### config.mk
export PLATFORM = sky130hd
export DESIGN_NAME = sonar_ranger_scheduler_spike_filter
export DESIGN_NICKNAME = d
export VERILOG_FILES = /design/src/design/srs_pkg.sv /design/src/design/srs_measure.sv /design/src/design/sonar_ranger_scheduler_spike_filter.sv
export SDC_FILE = /design/constraint.sdc
export NUM_CORES = 1
export LEC_CHECK = 0
export BUFFER_PORTS_ARGS = -buffer_cell sky130_fd_sc_hd__buf_2
export CAP_MARGIN = 40
export CORE_MARGIN = 1.5
export CORE_UTILIZATION = 35
export CTS_CLUSTER_DIAMETER = 30
export DETAILED_ROUTE_END_ITERATION = 10
export PLACE_DENSITY = 0.58
export SLEW_MARGIN = 20
export SYNTH_ARGS = -nofsm -noshare
export SYNTH_HDL_FRONTEND = slang
export SYNTH_HIERARCHICAL = 1
export SYNTH_SLANG_ARGS = --single-unit
export TNS_END_PERCENT = 50
### constraint.sdc
create_clock -name clk -period 14.7 [get_ports clk]
set_clock_uncertainty 0.2 [all_clocks]
set_input_delay 2.205 -clock clk [delete_from_list [all_inputs] [get_ports clk]]
set_output_delay 2.205 -clock clk [all_outputs]
set_load 0.05 [all_outputs]
### src/design/srs_pkg.sv
// Shared constants and types for the sonar ranger scheduler with spike filter.
// No dependencies; used by srs_measure and the top level.
package srs_pkg;

	localparam int MAX_RANGERS = 8;
	localparam int ADC_BITS    = 10;

	localparam int IDX_W    = $clog2(MAX_RANGERS);
	localparam int CNT_W    = 4;
	localparam int SCALE_W  = 14;
	localparam int RAW_W    = 14;
	localparam int MM_W     = 15;
	localparam int MARGIN_W = 14;
	localparam int MASK_W   = 8;
	localparam int CFG_IDX_W  = 3;
	localparam int CFG_DATA_W = 14;

	localparam logic [SCALE_W-1:0] SCALE_SHORT = SCALE_W'(13005);
	localparam logic [SCALE_W-1:0] SCALE_LONG  = SCALE_W'(10240);
	localparam logic [CNT_W-1:0]   WAIT_SHORT  = CNT_W'(2);
	localparam logic [CNT_W-1:0]   WAIT_LONG   = CNT_W'(4);
	localparam logic [CNT_W-1:0]   SETTLE_RESET = CNT_W'(10);
	localparam logic [MM_W-1:0]    RAW_RESET   = MM_W'(32000);
	localparam logic signed [MM_W-1:0] NONE_MM = -MM_W'(1000);
	localparam logic [MARGIN_W-1:0] MARGIN_RESET = MARGIN_W'(500);

	typedef logic [MM_W-1:0]          raw_mm_t;
	typedef logic signed [MM_W-1:0]   acc_mm_t;

	typedef enum logic [CFG_IDX_W-1:0] {
		CFG_RANGERS_IN_USE  = 3'd0,
		CFG_SPIKE_MARGIN_MM = 3'd1,
		CFG_TYPE_MASK       = 3'd2,
		CFG_TRIGGER_MASK    = 3'd3
	} cfg_reg_t;

	// Verdict of the scaling and spike check for one reading
	typedef struct packed {
		logic [RAW_W-1:0] raw_mm;
		logic             accept;
	} meas_t;

endpackage

### src/design/srs_measure.sv
// Scales one converter sample to millimetres and runs the spike check.
// Depends on srs_pkg.
module srs_measure (
	input  logic [srs_pkg::ADC_BITS-1:0] sample,
	input  logic                         type_long,
	input  srs_pkg::raw_mm_t             last_raw,
	input  srs_pkg::acc_mm_t             acc_mm,
	input  logic [srs_pkg::MARGIN_W-1:0] margin,
	output srs_pkg::meas_t               meas
);

	localparam int PROD_W = srs_pkg::ADC_BITS + srs_pkg::SCALE_W;
	localparam int DIFF_W = srs_pkg::MM_W + 2;

	logic [srs_pkg::SCALE_W-1:0]  scale;
	logic [PROD_W-1:0]            prod;
	logic [srs_pkg::RAW_W-1:0]    raw;
	logic signed [DIFF_W-1:0]     raw_s;
	logic signed [DIFF_W-1:0]     d_raw;
	logic signed [DIFF_W-1:0]     d_acc;
	logic [DIFF_W-1:0]            a_raw;
	logic [DIFF_W-1:0]            a_acc;
	logic [DIFF_W-1:0]            margin_x;

	// Scale to millimetres: sample * full scale >> ADC_BITS
	assign scale = type_long ? srs_pkg::SCALE_LONG : srs_pkg::SCALE_SHORT;
	assign prod  = PROD_W'(sample) * PROD_W'(scale);
	assign raw   = prod[srs_pkg::ADC_BITS +: srs_pkg::RAW_W];

	// Distances to the last raw and last accepted readings
	assign raw_s = $signed(DIFF_W'(raw));
	assign d_raw = raw_s - $signed(DIFF_W'(last_raw));
	assign d_acc = raw_s - DIFF_W'(acc_mm);
	assign a_raw = d_raw[DIFF_W-1] ? DIFF_W'(-d_raw) : DIFF_W'(d_raw);
	assign a_acc = d_acc[DIFF_W-1] ? DIFF_W'(-d_acc) : DIFF_W'(d_acc);
	assign margin_x = DIFF_W'(margin);

	assign meas.raw_mm = raw;
	assign meas.accept = (a_raw < margin_x) || (a_acc < margin_x);

endmodule

### src/design/sonar_ranger_scheduler_spike_filter.sv
// Top level: tick scheduler, per-ranger history and result register.
// Depends on srs_pkg and srs_measure.
//
//  channel | signals                                  | direction | transaction
//  in      | in_valid, in_stall, adc_sample           | in        | one tick with a sample
//  out     | out_valid, out_stall, measured .. filt.  | out       | one result per tick
//  cfg     | cfg_valid, cfg_ready, cfg_index, cfg_data| in        | one register write
//
// A tick enters the input register, is handled against the scheduler state and
// ranger history, and lands in the result register; one tick per cycle is
// sustained while the output does not stall. The per-tick loop is one
// 10x14 multiply plus two subtract/compare paths. Reset restores settle count
// 10, schedule step 0 and every ranger's history at once. An output stall holds
// the result register and backs up into in_stall only when the input register
// is full and cannot move.
module sonar_ranger_scheduler_spike_filter (
	input  logic                              clk,
	input  logic                              arst_n,
	input  logic                              in_valid,
	output logic                              in_stall,
	input  logic [srs_pkg::ADC_BITS-1:0]      adc_sample,
	output logic                              out_valid,
	input  logic                              out_stall,
	output logic                              measured,
	output logic [2:0]                        read_index,
	output logic [2:0]                        trigger_index,
	output logic                              trigger_pulse,
	output logic [13:0]                       raw_range_mm,
	output logic                              accepted,
	output logic signed [14:0]                filtered_range_mm,
	input  logic                              cfg_valid,
	output logic                              cfg_ready,
	input  logic [srs_pkg::CFG_IDX_W-1:0]     cfg_index,
	input  logic [srs_pkg::CFG_DATA_W-1:0]    cfg_data
);

	localparam int IW = srs_pkg::IDX_W;
	localparam int CW = srs_pkg::CNT_W;

	// configuration registers
	logic [CW-1:0]                rangers_q;
	logic [srs_pkg::MARGIN_W-1:0] margin_q;
	logic [srs_pkg::MASK_W-1:0]   type_mask_q;
	logic [srs_pkg::MASK_W-1:0]   trig_mask_q;

	// scheduler and history state
	logic [CW-1:0]       settle_q;
	logic [CW-1:0]       step_q;
	srs_pkg::raw_mm_t    last_raw_q [srs_pkg::MAX_RANGERS];
	srs_pkg::acc_mm_t    acc_mm_q   [srs_pkg::MAX_RANGERS];

	// input stage
	logic                         valid_s1;
	logic [srs_pkg::ADC_BITS-1:0] sample_s1;

	// result register
	logic                      out_valid_q;
	logic                      measured_q;
	logic [2:0]                read_idx_q;
	logic [2:0]                trig_idx_q;
	logic                      trig_pulse_q;
	logic [13:0]               raw_q;
	logic                      accepted_q;
	logic signed [14:0]        filt_q;

	logic          out_free;
	logic          advance;
	logic          in_take;
	logic          settling;
	logic [CW-1:0] n_eff;
	logic [CW-1:0] step0;
	logic [CW-1:0] step_next;
	logic [CW-1:0] step_inc;
	logic [IW-1:0] rd;
	logic [IW-1:0] tr;
	logic          type_long;
	srs_pkg::meas_t meas;
	srs_pkg::acc_mm_t acc_new;

	assign cfg_ready = 1'b1;

	// Handshakes: input register moves when the result register can take it
	assign out_free = !out_valid_q || !out_stall;
	assign advance  = valid_s1 && out_free;
	assign in_stall = valid_s1 && !out_free;
	assign in_take  = in_valid && !in_stall;

	// Clamp ranger count into 1..MAX_RANGERS
	always_comb begin
		if (rangers_q == '0) begin
			n_eff = CW'(1);
		end else if (rangers_q > CW'(srs_pkg::MAX_RANGERS)) begin
			n_eff = CW'(srs_pkg::MAX_RANGERS);
		end else begin
			n_eff = rangers_q;
		end
	end

	// Schedule: ranger 0 alternates with rangers 1..n-1
	always_comb begin
		step0     = step_q;
		step_inc  = '0;
		step_next = step_q;
		rd        = '0;
		tr        = '0;
		if (n_eff > CW'(1)) begin
			if ((CW'(step_q >> 1) + CW'(1)) >= n_eff) begin
				step0 = '0;
			end
			if (step0[0] == 1'b0) begin
				tr = IW'((step0 >> 1) + CW'(1));
			end else begin
				rd = IW'((step0 >> 1) + CW'(1));
			end
			step_inc  = step0 + CW'(1);
			step_next = ((CW'(step_inc >> 1) + CW'(1)) >= n_eff) ? '0 : step_inc;
		end
	end

	assign settling  = settle_q != '0;
	assign type_long = type_mask_q[rd];

	srs_measure u_measure (
		.sample    (sample_s1),
		.type_long (type_long),
		.last_raw  (last_raw_q[rd]),
		.acc_mm    (acc_mm_q[rd]),
		.margin    (margin_q),
		.meas      (meas)
	);

	assign acc_new = meas.accept ? srs_pkg::acc_mm_t'(meas.raw_mm) : acc_mm_q[rd];

	// Configuration writes
	always_ff @(posedge clk or negedge arst_n) begin
		if (!arst_n) begin
			rangers_q   <= CW'(1);
			margin_q    <= srs_pkg::MARGIN_RESET;
			type_mask_q <= '0;
			trig_mask_q <= '0;
		end else if (cfg_valid && cfg_ready) begin
			unique case (cfg_index)
				srs_pkg::CFG_RANGERS_IN_USE:  rangers_q   <= cfg_data[CW-1:0];
				srs_pkg::CFG_SPIKE_MARGIN_MM: margin_q    <= cfg_data[srs_pkg::MARGIN_W-1:0];
				srs_pkg::CFG_TYPE_MASK:       type_mask_q <= cfg_data[srs_pkg::MASK_W-1:0];
				srs_pkg::CFG_TRIGGER_MASK:    trig_mask_q <= cfg_data[srs_pkg::MASK_W-1:0];
				default: ;
			endcase
		end
	end

	// Input register
	always_ff @(posedge clk or negedge arst_n) begin
		if (!arst_n) begin
			valid_s1 <= 1'b0;
		end else if (in_take) begin
			valid_s1 <= 1'b1;
		end else if (advance) begin
			valid_s1 <= 1'b0;
		end
	end

	always_ff @(posedge clk) begin
		if (in_take) begin
			sample_s1 <= adc_sample;
		end
	end

	// Advance scheduler and ranger history once per tick
	always_ff @(posedge clk or negedge arst_n) begin
		if (!arst_n) begin
			settle_q <= srs_pkg::SETTLE_RESET;
			step_q   <= '0;
			for (int i = 0; i < srs_pkg::MAX_RANGERS; i++) begin
				last_raw_q[i] <= srs_pkg::RAW_RESET;
				acc_mm_q[i]   <= srs_pkg::NONE_MM;
			end
		end else if (advance) begin
			if (settling) begin
				settle_q <= settle_q - CW'(1);
			end else begin
				settle_q       <= type_long ? srs_pkg::WAIT_LONG : srs_pkg::WAIT_SHORT;
				step_q         <= step_next;
				last_raw_q[rd] <= srs_pkg::raw_mm_t'(meas.raw_mm);
				acc_mm_q[rd]   <= acc_new;
			end
		end
	end

	// Result register valid
	always_ff @(posedge clk or negedge arst_n) begin
		if (!arst_n) begin
			out_valid_q <= 1'b0;
		end else if (advance) begin
			out_valid_q <= 1'b1;
		end else if (!out_stall) begin
			out_valid_q <= 1'b0;
		end
	end

	// Result register payload; settle ticks report all zeros
	always_ff @(posedge clk) begin
		if (advance) begin
			if (settling) begin
				measured_q   <= 1'b0;
				read_idx_q   <= '0;
				trig_idx_q   <= '0;
				trig_pulse_q <= 1'b0;
				raw_q        <= '0;
				accepted_q   <= 1'b0;
				filt_q       <= '0;
			end else begin
				measured_q   <= 1'b1;
				read_idx_q   <= 3'(rd);
				trig_idx_q   <= 3'(tr);
				trig_pulse_q <= trig_mask_q[tr];
				raw_q        <= meas.raw_mm;
				accepted_q   <= meas.accept;
				filt_q       <= acc_new;
			end
		end
	end

	assign out_valid         = out_valid_q;
	assign measured          = measured_q;
	assign read_index        = read_idx_q;
	assign trigger_index     = trig_idx_q;
	assign trigger_pulse     = trig_pulse_q;
	assign raw_range_mm      = raw_q;
	assign accepted          = accepted_q;
	assign filtered_range_mm = filt_q;

endmodule
==> metrics list <==
- The flow ran to the end, and the final reports show no timing, DRC or antenna violations.
* Main synth FF type: sky130_fd_sc_hd__dfrtp_1
- The clock net in this run drives a total of 332 sinks.
* Crit path time final: 13.59 ns
- Final worst-path setup slack: 1.11 ns
- The worst register-to-register path ends at filtered_range_mm[4].
- The longest clock path from root to sink contains 3 buffers.
- The worst register-to-register path has a depth of 56.
* Die ar.: 59,700 um2
* Post-synthesis area per instance: ~11 um2
- Summing every instance area after synthesis gives ~20,000 um2.
- Hold_buf cts: 0
* Crit Path Class: reg -> reg
- Worst hold path type: reg -> reg
- Number of pins exceeding their max-slew limit in the final report: 0
- Of all nets on the critical path, the largest fanout is 23.
- The number of global-route vias before repair is between 15,000 and 20,000.
* Syn Inst Count: 1,897
* Most common library cell in the layout ignoring fill and taps: sky130_fd_sc_hd__dfrtp_1
* Startpoint types: flip-flop
* Fraction of the yosys area taken by sequential cells: 0.427
* Total instance count after detailed placement: 2,680
- The first global-routing pass estimated 87.0 mm of wire.
* Number of flip-flops and latches in the synthesized netlist: 332
- Period Utilization, post-route: 0.925
- RSZ-0062 raised after global routing: false
- Counting the fill cells in the layout gives 5,343.
- Cell chosen for the clock root: sky130_fd_sc_hd__clkbuf_16
* Final number of setup-violating endpoints: 0
* DR iter-0 viols: 964
- For this block, the routed nets add up to 55.0 mm of wire.
* Required time of the critical path: roughly 15 ns
- Final hold violations: 0
- Post-synth EDFFs: 48
- Height of the chip: 244 um
* Number of antenna violations at the first check in global routing: 0
- TritonCTS built the clock tree.
* Combinational family with the most area after synthesis: compound AO/OA/AOI/OAI gates
- CTS built an H-tree with a depth of 3.
* Max Fclk: 0.0736 GHz
- Worst-case setup slack after placement: ~0.87 ns
- During synthesis, Yosys emitted a total of 6 warnings.
- After global routing the overflow that remains totals 0.
- In this design, the largest share of critical-path delay is due to compound AO/OA/AOI/OAI gates.
* Post-Synth Adder-Cell Area: 0.126
- Maximum number of pins on one net before global-route repair: 136
- Counting buffers and inverters, the worst setup path is between 50 and 60 cells deep.
- For this run, the total global-route usage over all layers was measured as 0.187.
* Simple-gate area share of the yosys netlist: 0.109
* Std-Cell Core Area: 57,600 um2
* Source of the worst hold timing path: acc_mm_q[89]
- Routability-driven placement finished with a final weighted congestion of 0.866.
- Total number of vias: 14,900
* Share of layout cells above drive strength 1: 0.289
- STA puts the critical path data arrival time at roughly 14 ns.
* Num CTS Buffers: 80
- Initial cell density of the core: 0.354
- Count of cells along the worst hold path: 1
* Crit. End Element: flip-flop
- Drt via density: around 5.3
* Proportion of synthesized area in mux cells: 0.114
* Count of TritonRoute iterations in the first routing pass: 7
- Counting flops with an async set or reset pin after synthesis yields a share of 0.855.
- HPWL after detailed placement: 37.6 mm
- Headroom to the max-slew limit came out at 0.459.
- In this run the count of I/O pins placed on the die edge is between 70 and 80.
- Num rows: 88
- Number of nets in the final layout: between 2,000 and 2,500
- Residual antenna-violating net count after detailed routing: 0
- Later-pin clock latency in the skew report: 0.63 ns
- The startpoint identified for the worst register-to-register timing path is step_q[1].
- Clock edge transition at the registers on the reported setup and hold paths: 0.05 ns
* Number of violations of the max-capacitance limit: 0
* Slew @ Worst Pin: 0.801 ns
- Dividing the detail-routed wire length by the instance count gives 19.4 um.
* Post-synth cell types: 95
- Relative to the synthesized area, the layout overhead comes to 22.1%.
- The number of antenna diodes in the final layout is 0.
- Most frequent cells in the layout: sky130_fd_sc_hd__dfrtp_1, sky130_fd_sc_hd__nand2_1, sky130_fd_sc_hd__ha_1
* Post-synthesis share of cell area spent on xor and xnor gates: 0.0339
* Delay of the slowest critical-path stage: 0.60 ns
- Crit path buf inv count: 9
- Residual DRC: 0
- Synth Area in Compound Gates: 0.142
- The largest individual stage delay along the critical path comes from the cell sky130_fd_sc_hd__dfrtp_1.
- In this run the horizontal extent of the chip is between 200 and 250 um.
* Worst min-delay path endpoint: acc_mm_q[89]
- Slack of the worst reg-to-reg path: 1.11 ns
- Post-Layout Cell Count: between 2,000 and 3,000
- Total negative slack for setup checks: 0 ns
* Number of port buffers: 71
[registers in the layout (all words and copies together), names as in the netlist]
register and cells:
accepted 1, trig_mask_q 8, trigger_index 3, settle_q 4, sample_s1 10, valid_s1 1, type_mask_q 8, last_raw_q 120
read_index 3, acc_mm_q 120, trigger_pulse 1, measured 1, rangers_q 4, out_valid 1, step_q 4, filtered_range_mm 15
margin_q 14, raw_range_mm 14
[how the worst max path moves through the flow]
stage / startpoint / end
3_3_place_gp: step_q[1] / filtered_range_mm[5]
4_1_cts: step_q[1] / filtered_range_mm[5]
2_1_floorplan: step_q[1] / filtered_range_mm[6]
3_5_place_dp: step_q[1] / filtered_range_mm[5]
5_1_grt: step_q[1] / filtered_range_mm[4]
6_report: step_q[1] / filtered_range_mm[4]
[kinds of logic after synthesis]
kind of cell / count (synthesis)
DFF: 332
buffers and inverters: 245
adders and majority gates: 180
muxes: 203
xor gates and xnor gates: 78
and+or+nand+nor: 449
AOI/OAI and AO/OA: 407
other: 3
[synth_stat cells, types with 11 or more instances]
library cell	number	share of area
sky130_fd_sc_hd__a21oi_1	43	0.011
sky130_fd_sc_hd__mux2_2	136	0.075
sky130_fd_sc_hd__o31ai_1	12	0.0044
sky130_fd_sc_hd__nand2_1	170	0.031
sky130_fd_sc_hd__and2_1	31	0.0095
sky130_fd_sc_hd__fa_1	42	0.041
sky130_fd_sc_hd__a21o_1	19	0.0070
sky130_fd_sc_hd__dfstp_2	113	0.15
sky130_fd_sc_hd__nand2b_1	12	0.0037
sky130_fd_sc_hd__clkbuf_1	69	0.013
sky130_fd_sc_hd__ha_1	138	0.085
sky130_fd_sc_hd__mux2i_1	49	0.024
sky130_fd_sc_hd__xnor2_1	43	0.018
sky130_fd_sc_hd__xor2_1	34	0.015
sky130_fd_sc_hd__or3_1	11	0.0034
sky130_fd_sc_hd__a221oi_1	12	0.0052
sky130_fd_sc_hd__nor2_1	73	0.013
sky130_fd_sc_hd__nand3_1	43	0.011
sky130_fd_sc_hd__buf_1	19	0.0035
sky130_fd_sc_hd__o21ai_1	82	0.020
sky130_fd_sc_hd__edfxtp_1	48	0.071
sky130_fd_sc_hd__buf_2	16	0.0039
sky130_fd_sc_hd__nor3_1	29	0.0071
sky130_fd_sc_hd__a221o_1	28	0.014
sky130_fd_sc_hd__o2bb2ai_1	16	0.0069
sky130_fd_sc_hd__o21a_1	11	0.0041
sky130_fd_sc_hd__inv_1	133	0.025
sky130_fd_sc_hd__o21ai_0	76	0.019
sky130_fd_sc_hd__o22ai_2	13	0.0080
sky130_fd_sc_hd__nor2b_1	15	0.0046
sky130_fd_sc_hd__dfrtp_1	171	0.21
[what timing repair did]
item	4_1_cts	5_1_grt
setup endpoints to repair	0	126
setup buffers	0	4
gates resized for setup	0	7
[cell type report]
cell class / count / area (um2) / area share
multi-input cells: 1323 / 10800 / 0.434
flip-flops and latches: 332 / 8690 / 0.349
clock buffers: 109 / 2300 / 0.0926
repair buffers: 134 / 962 / 0.0387
well taps: 765 / 957 / 0.0385
clock inverters: 41 / 663 / 0.0267
inverters: 133 / 505 / 0.0203
[stage by stage]
| step | utilization | hold WS, ns | cell area (um2) |
|---|---|---|---|
| floorplan | - | 0.240 | 20400 |
| global placement | 0.375 | 0.245 | 21600 |
| detailed placement | 0.379 | 0.253 | 21800 |
| CTS | 0.430 | 0.259 | 24800 |
| global route | 0.432 | 0.268 | 24900 |
| finish | 0.432 | 0.259 | 24900 |
[metal layers]
metal	up-vias	global-route usage	routed length, um
li1	7025	-	-
met1	7432	0.236	23900
met2	356	0.307	26500
met3	82	0.0446	3030
met4	0	0.0759	1510
met5	-	0	0
Power is left out: the tool's default activity adds up to more than one toggle a clock period on the data nets, which glitch-free logic cannot reach.
